==> src/rtl/core/rsp_pkg.sv <==
`timescale 1ns / 1ps

package rsp_pkg;

  localparam logic [7:0] PROD_FULL    = 8'h22;
  localparam logic [7:0] PROD_REDUCED = 8'h20;

  localparam logic [3:0] LAST_TARGET = 4'd8;

  localparam logic [2:0] ST_OK          = 3'd0;
  localparam logic [2:0] ST_TOO_LOW     = 3'd1;
  localparam logic [2:0] ST_TOO_HIGH    = 3'd2;
  localparam logic [2:0] ST_UNSUPPORTED = 3'd3;
  localparam logic [2:0] ST_BAD_PRODUCT = 3'd4;

  localparam logic [11:0] BUCK_BASE_MV = 12'd500;
  localparam logic [11:0] LDO_BASE_MV  = 12'd900;
  localparam logic [11:0] LDO4_MV      = 12'd3300;

  // floor(x/10) = (x*205)>>11 for x < 1029
  localparam logic [7:0] DIV10_MUL   = 8'd205;
  localparam int         DIV10_SHIFT = 11;
  // floor(y/100) = (y*1311)>>17 for y <= 2400
  localparam logic [10:0] DIV100_MUL   = 11'd1311;
  localparam int          DIV100_SHIFT = 17;

  localparam logic [0:0] ADDR_EMULATED = 1'b0;
  localparam logic [0:0] ADDR_PRODUCT  = 1'b1;

  typedef struct packed {
    logic        is_buck;
    logic        is_ldo4;
    logic [7:0]  reg_addr;
    logic [11:0] min_mv;
    logic [11:0] max_mv;
    logic        in_reduced;
  } rail_t;

  function automatic rail_t rail_lookup(input logic [3:0] target);
    rail_t r;
    case (target)
      4'd0:    r = '{1'b1, 1'b0, 8'h25, 12'd670,  12'd842,  1'b1};
      4'd1:    r = '{1'b1, 1'b0, 8'h20, 12'd640,  12'd935,  1'b1};
      4'd2:    r = '{1'b1, 1'b0, 8'h2a, 12'd760,  12'd961,  1'b1};
      4'd3:    r = '{1'b0, 1'b0, 8'h5e, 12'd1800, 12'd3300, 1'b1};
      4'd4:    r = '{1'b0, 1'b0, 8'h61, 12'd1800, 12'd3300, 1'b1};
      4'd5:    r = '{1'b0, 1'b0, 8'h58, 12'd1800, 12'd3300, 1'b0};
      4'd6:    r = '{1'b0, 1'b0, 8'h4f, 12'd1200, 12'd3300, 1'b0};
      4'd7:    r = '{1'b0, 1'b0, 8'h5b, 12'd1200, 12'd3300, 1'b0};
      4'd8:    r = '{1'b0, 1'b1, 8'h55, 12'd3300, 12'd3300, 1'b1};
      default: r = '{1'b0, 1'b0, 8'h00, 12'd0,    12'd0,    1'b0};
    endcase
    return r;
  endfunction

endpackage

==> src/rtl/core/regulator_setpoint_programmer.sv <==
`timescale 1ns / 1ps

// channel  | ports                                         | handshake
// request  | target, request_mv                            | start & !busy
// result   | write_valid, reg_addr, reg_data, status,      | done, one cycle
//          | applied_mv, last                              |
// config   | psel, penable, pwrite, paddr, pwdata, prdata  | APB, pready = 1
//
// An item is captured in the input register; its result is computed from it
// combinationally and registered onto the outputs. Buck items hold the input
// register for both writes (busy blocks start between them); others give one.
// rst is synchronous: clears in_valid, phase and done and restores the config registers.
// The result side cannot stall; busy only covers the second buck write.

module regulator_setpoint_programmer (
  input  logic        clk,
  input  logic        rst,
  input  logic        start,
  output logic        busy,
  input  logic [3:0]  target,
  input  logic [11:0] request_mv,
  output logic        done,
  output logic        write_valid,
  output logic [7:0]  reg_addr,
  output logic [7:0]  reg_data,
  output logic [2:0]  status,
  output logic [11:0] applied_mv,
  output logic        last,
  input  logic        psel,
  input  logic        penable,
  input  logic        pwrite,
  input  logic [2:0]  paddr,
  input  logic [31:0] pwdata,
  output logic [31:0] prdata,
  output logic        pready
);

  logic        emulated_board;
  logic [7:0]  product_id;

  logic        in_valid;
  logic        phase;
  logic [3:0]  in_target;
  logic [11:0] in_mv;

  rsp_pkg::rail_t rail;
  logic        two_results;
  logic        r_wv;
  logic [7:0]  r_addr;
  logic [7:0]  r_data;
  logic [2:0]  r_status;
  logic [11:0] r_mv;
  logic        r_last;

  logic        en;
  logic [8:0]  buck_x;
  logic [16:0] buck_prod;
  logic [5:0]  buck_code;
  logic [11:0] ldo_y;
  logic [22:0] ldo_prod;
  logic [4:0]  ldo_code;
  logic [11:0] buck_back;
  logic [11:0] ldo_back;

  assign pready = 1'b1;

  always_comb begin
    case (paddr[2])
      rsp_pkg::ADDR_EMULATED: prdata = {31'd0, emulated_board};
      rsp_pkg::ADDR_PRODUCT:  prdata = {24'd0, product_id};
      default:                prdata = 32'd0;
    endcase
  end

  always_ff @(posedge clk) begin
    if (rst) begin
      emulated_board <= 1'b0;
      product_id     <= rsp_pkg::PROD_FULL;
    end else if (psel && penable && pwrite) begin
      case (paddr[2])
        rsp_pkg::ADDR_EMULATED: emulated_board <= pwdata[0];
        rsp_pkg::ADDR_PRODUCT:  product_id     <= pwdata[7:0];
        default: ;
      endcase
    end
  end

  // item compute
  always_comb begin
    rail      = rsp_pkg::rail_lookup(in_target);
    en        = (in_mv != 12'd0);
    buck_x    = 9'(in_mv - rsp_pkg::BUCK_BASE_MV);
    buck_prod = 17'(buck_x) * 17'(rsp_pkg::DIV10_MUL);
    buck_code = en ? 6'(buck_prod >> rsp_pkg::DIV10_SHIFT) : 6'd0;
    ldo_y     = in_mv - rsp_pkg::LDO_BASE_MV;
    ldo_prod  = 23'(ldo_y) * 23'(rsp_pkg::DIV100_MUL);
    ldo_code  = en ? 5'(ldo_prod >> rsp_pkg::DIV100_SHIFT) : 5'd0;
    buck_back = en ? 12'(rsp_pkg::BUCK_BASE_MV + 12'(buck_code) * 12'd10) : 12'd0;
    ldo_back  = en ? 12'(rsp_pkg::LDO_BASE_MV + 12'(ldo_code) * 12'd100) : 12'd0;

    two_results = 1'b0;
    r_wv     = 1'b0;
    r_addr   = 8'd0;
    r_data   = 8'd0;
    r_status = rsp_pkg::ST_OK;
    r_mv     = 12'd0;
    r_last   = 1'b1;

    if (emulated_board) begin
      r_mv = in_mv;
    end else if (product_id != rsp_pkg::PROD_FULL &&
                 product_id != rsp_pkg::PROD_REDUCED) begin
      r_status = rsp_pkg::ST_BAD_PRODUCT;
    end else if (in_target > rsp_pkg::LAST_TARGET ||
                 (product_id == rsp_pkg::PROD_REDUCED && !rail.in_reduced)) begin
      r_status = rsp_pkg::ST_UNSUPPORTED;
    end else if (en && in_mv < rail.min_mv) begin
      r_status = rsp_pkg::ST_TOO_LOW;
    end else if (in_mv > rail.max_mv) begin
      r_status = rsp_pkg::ST_TOO_HIGH;
    end else if (rail.is_buck) begin
      two_results = 1'b1;
      r_wv = 1'b1;
      if (!phase) begin
        r_addr = rail.reg_addr;
        r_data = {2'd0, buck_code};
        r_last = 1'b0;
      end else begin
        r_addr = rail.reg_addr + 8'd1;
        r_data = {7'd0, en};
        r_mv   = buck_back;
      end
    end else begin
      r_wv   = 1'b1;
      r_addr = rail.reg_addr;
      if (rail.is_ldo4) begin
        r_data = {7'd0, en};
        r_mv   = en ? rsp_pkg::LDO4_MV : 12'd0;
      end else begin
        r_data = {2'd0, ldo_code, en};
        r_mv   = ldo_back;
      end
    end
  end

  assign busy = in_valid && two_results && !phase;

  always_ff @(posedge clk) begin
    if (rst) begin
      in_valid <= 1'b0;
      phase    <= 1'b0;
      done     <= 1'b0;
    end else begin
      done <= in_valid;
      if (busy) begin
        phase <= 1'b1;
      end else begin
        phase    <= 1'b0;
        in_valid <= start;
      end
    end
  end

  always_ff @(posedge clk) begin
    if (start && !busy) begin
      in_target <= target;
      in_mv     <= request_mv;
    end
    write_valid <= r_wv;
    reg_addr    <= r_addr;
    reg_data    <= r_data;
    status      <= r_status;
    applied_mv  <= r_mv;
    last        <= r_last;
  end

endmodule
==> config.mk <==
export PLATFORM = sky130hd
export DESIGN_NAME = regulator_setpoint_programmer
export DESIGN_NICKNAME = d
export VERILOG_FILES = /design/src/rtl/core/rsp_pkg.sv /design/src/rtl/core/regulator_setpoint_programmer.sv
export SDC_FILE = /design/constraint.sdc
export NUM_CORES = 1
export LEC_CHECK = 0
export BUFFER_PORTS_ARGS = -buffer_cell sky130_fd_sc_hd__buf_2
export CORE_AREA = 2 2 111 155
export CTS_CLUSTER_SIZE = 25
export DETAILED_ROUTE_END_ITERATION = 16
export DIE_AREA = 0 0 113 157
export GPL_TIMING_DRIVEN = 0
export MAX_ROUTING_LAYER = met4
export PLACE_DENSITY = 0.76
export SYNTH_ARGS = -nofsm -noshare
export SYNTH_HDL_FRONTEND = slang
export SYNTH_SLANG_ARGS = --single-unit
export TNS_END_PERCENT = 100
==> constraint.sdc <==
create_clock -name clk -period 10.5 [get_ports clk]
set_clock_uncertainty 0.05 [all_clocks]
set_input_delay 2.1 -clock clk [delete_from_list [all_inputs] [get_ports clk]]
set_output_delay 2.1 -clock clk [all_outputs]
set_load 0.02 [all_outputs]
# After elaboration in Yosys (flattened, before gate mapping)

Memories as Yosys holds them, arrays and structs flattened. A register that Yosys moved wholly into a read port is not among the register bits.
Cells that the tools add are included.

Memories: 1
Output and inout port bits: 68
Register bits after elaboration: 61
Bits of input ports: 57
Word-level logic and storage cells: 84
ROM bits: 512

$add $sub $neg: 5
Mux-type cells: 33
Reductions and logical operators: 19
Bitwise logic cells: 2
Eq/ne operators: 3
Multiply operators: 4
Magnitude comparators: 3

Memories:

| name            | depth | width | rd ports | clocked after memory_dff | wr ports | line          | source |
|---|---|---|---|---|---|---|---|
| (no name shown) | 16    | 32    | 1        | 1                        | 0        | rsp_pkg.sv:41 | `case (target)` |

Operators with widths:

| cell                                                 | count |
|---|---|
| two-way mux 12 bit                                   | 9 |
| case mux 32 bit (2 select lines)                     | 1 |
| two-way mux 8 bit                                    | 3 |
| multiplier 12 x 11 -> 22 bit (second input constant) | 1 |
| two-way mux 11 bit                                   | 2 |
| two-way mux 6 bit                                    | 3 |
| multiplier 9 x 8 -> 17 bit (second input constant)   | 1 |
| != test 8 x 6 -> 1 bit (second input constant)       | 2 |
| adder 10 x 12 -> 12 bit (first input constant)       | 1 |
| > comparator 12 bit                                  | 1 |
| less-than comparator 12 bit                          | 1 |
| nonzero test 12 bit                                  | 1 |
| subtractor 12 x 10 -> 12 bit (second input constant) | 1 |
| adder 9 x 10 -> 11 bit (first input constant)        | 1 |
| multiplier 5 x 5 -> 10 bit (second input constant)   | 1 |
| multiplier 6 x 3 -> 9 bit (second input constant)    | 1 |
| two-way mux 1 bit                                    | 9 |
| subtractor 9 bit (second input constant)             | 1 |
| adder 8 x 1 -> 8 bit (second input constant)         | 1 |
| == test 8 x 6 -> 1 bit (second input constant)       | 1 |
| logical AND 1 bit                                    | 8 |
| two-way mux 2 bit                                    | 3 |
| OR reduction 6 bit                                   | 1 |
| two-way mux 5 bit                                    | 1 |
| other kinds (10)                                     | 14 |

# Logic depth before layout (Yosys ltp)

Depth in word-level cells: 13
Gate-level depth with buffers: 38
Gate-level depth less buffers: 37

# Least setup slack after synthesis

OpenSTA, ideal clock, no wires.

Kind: register to register
Start: reg in_mv[2]
End: reg applied_mv[10]
Clock period less this slack: 8.366 ns
Setup slack: 2.134 ns
Library setup time: 0.069 ns
Arrival: 8.247 ns
Required time: 10.381 ns
Stages on the path, launching flop included: 37
Buffers on the path: 0
Path through: edfxtp_1 inv_1 ha_1 nor3b_4 and2b_4 nand2b_1 xnor2_1 xnor2_1 ha_1 a21o_1 ha_1 inv_1 fa_1 inv_1 fa_1 inv_1 fa_1 inv_1 ha_1 a21oi_1 o21a_1 o22ai_1 o31a_1 or2_2 a21oi_1 xnor2_1 nand2_1 ha_1 inv_1 ha_1 ha_1 ha_1 a31oi_1 xor2_1 nor2_1 mux2_2 o21ai_1

Longest elaborated chain between the ends: 13
Elaborated cells between the ends (all ways): 25
Those cells by class: 4 x add/sub; 4 x mul; 2 x order compare; 13 x mux; 2 x reduce/logical

RTL lines:

| element                                                                           | line                                                                       | source |
|---|---|---|
| from (decl)                                                                       | regulator_setpoint_programmer.sv:44                                        | `logic [11:0] in_mv;` |
| from (signal assigned)                                                            | regulator_setpoint_programmer.sv:167                                       | `in_mv <= request_mv;` |
| subtractor 12 x 10 -> 12 bit / subtractor 9 bit (equally long branches)           | regulator_setpoint_programmer.sv:95, regulator_setpoint_programmer.sv:92   |  |
| multiplier 12 x 11 -> 22 bit / multiplier 9 x 8 -> 17 bit (equally long branches) | regulator_setpoint_programmer.sv:96, regulator_setpoint_programmer.sv:93   |  |
| two-way mux 5 bit / two-way mux 6 bit (equally long branches)                     | regulator_setpoint_programmer.sv:97, regulator_setpoint_programmer.sv:94   |  |
| multiplier 5 x 5 -> 10 bit / multiplier 6 x 3 -> 9 bit (equally long branches)    | regulator_setpoint_programmer.sv:99, regulator_setpoint_programmer.sv:98   |  |
| adder 10 x 12 -> 12 bit / adder 9 x 10 -> 11 bit (equally long branches)          | regulator_setpoint_programmer.sv:99, regulator_setpoint_programmer.sv:98   |  |
| two-way mux 12 bit / two-way mux 11 bit (equally long branches)                   | regulator_setpoint_programmer.sv:99, regulator_setpoint_programmer.sv:98   |  |
| two-way mux 12 bit / two-way mux 11 bit (equally long branches)                   | regulator_setpoint_programmer.sv:136, regulator_setpoint_programmer.sv:124 |  |
| two-way mux 12 bit                                                                | regulator_setpoint_programmer.sv:121                                       | `end else if (rail.is_buck) begin` |
| two-way mux 12 bit                                                                | regulator_setpoint_programmer.sv:119                                       | `end else if (in_mv > rail.max_mv) begin` |
| two-way mux 12 bit (*)                                                            | regulator_setpoint_programmer.sv:117                                       | `end else if (en && in_mv < rail.min_mv) begin` |
| two-way mux 12 bit (*)                                                            | regulator_setpoint_programmer.sv:114                                       | `end else if (in_target > rsp_pkg::LAST_TARGET \|\|` |
| two-way mux 12 bit (*)                                                            | regulator_setpoint_programmer.sv:111                                       | `end else if (product_id != rsp_pkg::PROD_FULL &&` |
| two-way mux 12 bit (*)                                                            | regulator_setpoint_programmer.sv:109                                       | `if (emulated_board) begin` |
| net r_mv[10]                                                                      | regulator_setpoint_programmer.sv:52                                        | `logic [11:0] r_mv;` |
| to (signal assigned)                                                              | regulator_setpoint_programmer.sv:173                                       | `applied_mv <= r_mv;` |
| to (decl)                                                                         | regulator_setpoint_programmer.sv:27                                        | `output logic [11:0] applied_mv,` |

The timed path passes the listed nets; every way through them passes the cells marked *.
A chain may end at the register's enable or synchronous reset.

# Worst setup path after layout

Same ends and word-level chain as after synthesis.

==> out/results.tsv <==
stage	metric	value	unit
outcome	status	finished, violations left	
outcome	violated checks	design-rule violations	
cts	htree depth	3	
place	Placed Area	9530	sq um
setup_path	Setup CP Type	register to register	
run	Max-Cap Viols	0	
min_path	Hold Crit Class	register to register	
cts	Clk pin slew, worst setup/hold paths	60	ps
synthesis	Synth top area share	25.92	%
synthesis	Synth Warn #	0	
setup_path	WP data arrival	9950	ps
floorplanning	core box area	16240	sq um
synthesis	Post-synth ARST share	0	%
cts	Num CTS Buffers	9	
setup_path	CP peak stage delay	760	ps
place	I/O Buffers	71	
synthesis	Mean Syn Cell Area	9.172	sq um
setup_path	most frequent cell on the critical path	ha_1	
timing	Slew Limit Fails	0	
grt	gr ovfl total	0	
layout	fin nets	1356	
drt	Antenna Nets Post-Route	0	
floorplanning	num ports	125	
synthesis	most used flip-flop cell after synthesis	dfxtp_1	
grt	largest net degree at the start of global routing	17	
setup_path	crit-path max FO	9	
layout	Layout area overhead	11.43	%
layout	post-route design area	9842	sq um
setup_path	startpoint class of the critical path	register	
min_path	hold_sp	product_id[2]	
setup_path	Req. time, crit path	10730	ps
drt	Routed WL	19870	um
timing	RSZ-0062 raised after global routing	no	
floorplanning	Initial Utilization	54.38	%
drt	Residual DRC	3	
timing	Tmin final	9721	ps
synthesis	Post-synth EDFFs	16	
setup_path	worst r2r path cells	36	
drt	DR iter-0 viols	301	
synthesis	Syn Inst Count	963	
synthesis	sequential fraction of the synthesis area	20.63	%
min_path	hold depth	2	
setup_path	worst r2r src	in_mv[2]	
timing	highest clock rate	0.1029	GHz
timing	Slew HR	36.74	%
grt	first-pass GRT wire length	32790	um
synthesis	#FFs+latches synth	83	
floorplanning	Std-Cell Rows	55	
layout	final std cells w/o fill	1274	
timing	endpoints failing setup	0	
setup_path	slowest cell on the critical path	xnor2_1	
setup_path	CP endpoint kind	register	
timing	Hold Fails Final Rpt	0	
synthesis	Synth Cell Area	8832	sq um
cts	hold buffer count at cts	0	
drt	DRT Pass-1 Iters	10	
place	HPWL after detailed placement	16610	um
place	Placed Cells	1258	
cts	post-cts sizing count	0	
synthesis	most area-hungry cell type in the Yosys netlist	ha_1	
setup_path	crit path launch	in_mv[2]	
grt	vias in the first global route	6972	
synthesis	Distinct cells, synth	79	
layout	layout cells sized above 1	14.33	%
cts	clock buffer depth	2	
timing	hold slack	415.4	ps
cts	clock sinks	83	
cts	clock root buffer	clkbuf_16	
grt	gr usage total	23.89	%
floorplanning	Die ar.	17740	sq um
drt	vias	6862	
floorplanning	chip width	113	um
grt	antenna violations before repair	0	
layout	Ant. Diodes	0	
drt	routed len/inst	15.60	um
floorplanning	Die H	157	um
timing	Final period util	92.58	%
place	RePlAce Congestion	0.9659	
cts	post-CTS setup buffers	0	
cts	CTS tree	yes	
synthesis	main area contributors after synthesis	ha_1, dfxtp_1, fa_1, inv_1, edfxtp_1	
cts	clock latency on the worst-skew pair	360	ps
timing	setup TNS	0	ps
drt	average via count per standard cell	5.386	
timing	Worst Max-Slew Pin Slew	942.2	ps
cell usage in the layout, fill, tap and decap left out, drive strengths merged, types with 4 or more instances in the layout:
master / instances
and3: 10
o21ai: 33
nor2: 43
nand3: 16
ha: 183
clkbuf: 20
dfxtp: 67
edfxtp: 16
mux2: 5
xor2: 26
and2: 15
nor2b: 7
o21a: 5
a21o: 11
nand4: 11
a22oi: 4
mux2i: 11
inv: 153
o211ai: 6
conb: 27
nand2: 66
fa: 46
xnor2: 38
a32oi: 5
nand2b: 6
or3: 5
buf: 110
nor3: 16
a211o: 4
a31oi: 7
a21oi: 51
through the flow:
step	util [%]	setup WS [ps]
final	60.60	779.4
after global routing	60.60	312.3
after CTS	60.60	757.3
after detailed placement	58.68	813.3
after global placement	58.68	891.3
after floorplan	-	2134
final cells by class:
class | count | area (sq um)
buffer | 48 | 320.3
clock buffer | 11 | 252.7
clock inverter | 5 | 58.81
fill | 1427 | 6399
inverter | 152 | 583.1
multi-input combinational | 705 | 6201
sequential | 83 | 1822
tap | 199 | 249.0
timing repair buffer | 71 | 355.3
synthesized netlist by cell type (3+ instances only):
library cell  number
a211o_1            4
or2_2              3
o31a_1             3
o21a_1             5
a211oi_1           3
xor2_1            26
buf_4             29
nor2b_1            7
buf_6              3
a22oi_1            4
o21ai_0           30
nand3_1           15
a31oi_1            6
and2_1            15
xnor2_1           38
nand4_1           11
and3_1            10
mux2i_1           11
nand2_1           65
nor2_1            42
nor4_1             3
o21ai_1            3
nand2b_1           6
inv_1            150
edfxtp_1          16
a21o_1            11
ha_1             183
or3_1              5
nor3_1            13
buf_2              6
a21oi_1           51
dfxtp_1           67
clkbuf_1           8
o211ai_1           6
mux2_2             4
a32oi_1            5
fa_1              46
worst max-delay path, delay by kind of cell (launching register included):
kind / cells / cell delay, ps
flops: 1 / 680
mux: 1 / 280
xor+xnor: 4 / 1470
simple gates: 7 / 1010
fa+ha+maj: 11 / 3850
buf+inv: 6 / 540
compound gates: 7 / 1740
final timing paths:
path | slack (ps) | to
worst min-delay path | 420 | product_id[2]
worst min register to register | 420 | product_id[2]
worst max register to register | 780 | applied_mv[10]
worst max-delay path | 780 | applied_mv[10]
flip-flops by register name (all words and copies together), names as in the netlist:
name,flops
reg_data,6
in_valid,1
status,3
in_target,4
emulated_board,1
phase,1
last,1
write_valid,1
rail,24
product_id,8
reg_addr,8
in_mv,12
done,1
applied_mv,12
metal layers:
layer	GRT usage, %	part of all wire [%]
met3	2.926	3.8
met1	25.58	40
met4	11.32	4.1
met2	43.60	52
met5	-	0
kinds of logic (layout without fill, tap and decap cells):
family          count (synthesis)  count (layout)  share of synthesized area (%)
mux                            16              16                          1.927
buf+inv                       200             287                          10.23
fa+ha+maj                     229             229                          36.35
xor+xnor                       64              64                          6.347
other cells                     2              27                        0.08503
simple gates                  219             219                          13.30
compound gates                150             150                          11.13
flops                          83              83                          20.63
Power is left out: the tool's default activity adds up to more than one toggle a clock period on the data nets, which glitch-free logic cannot reach.
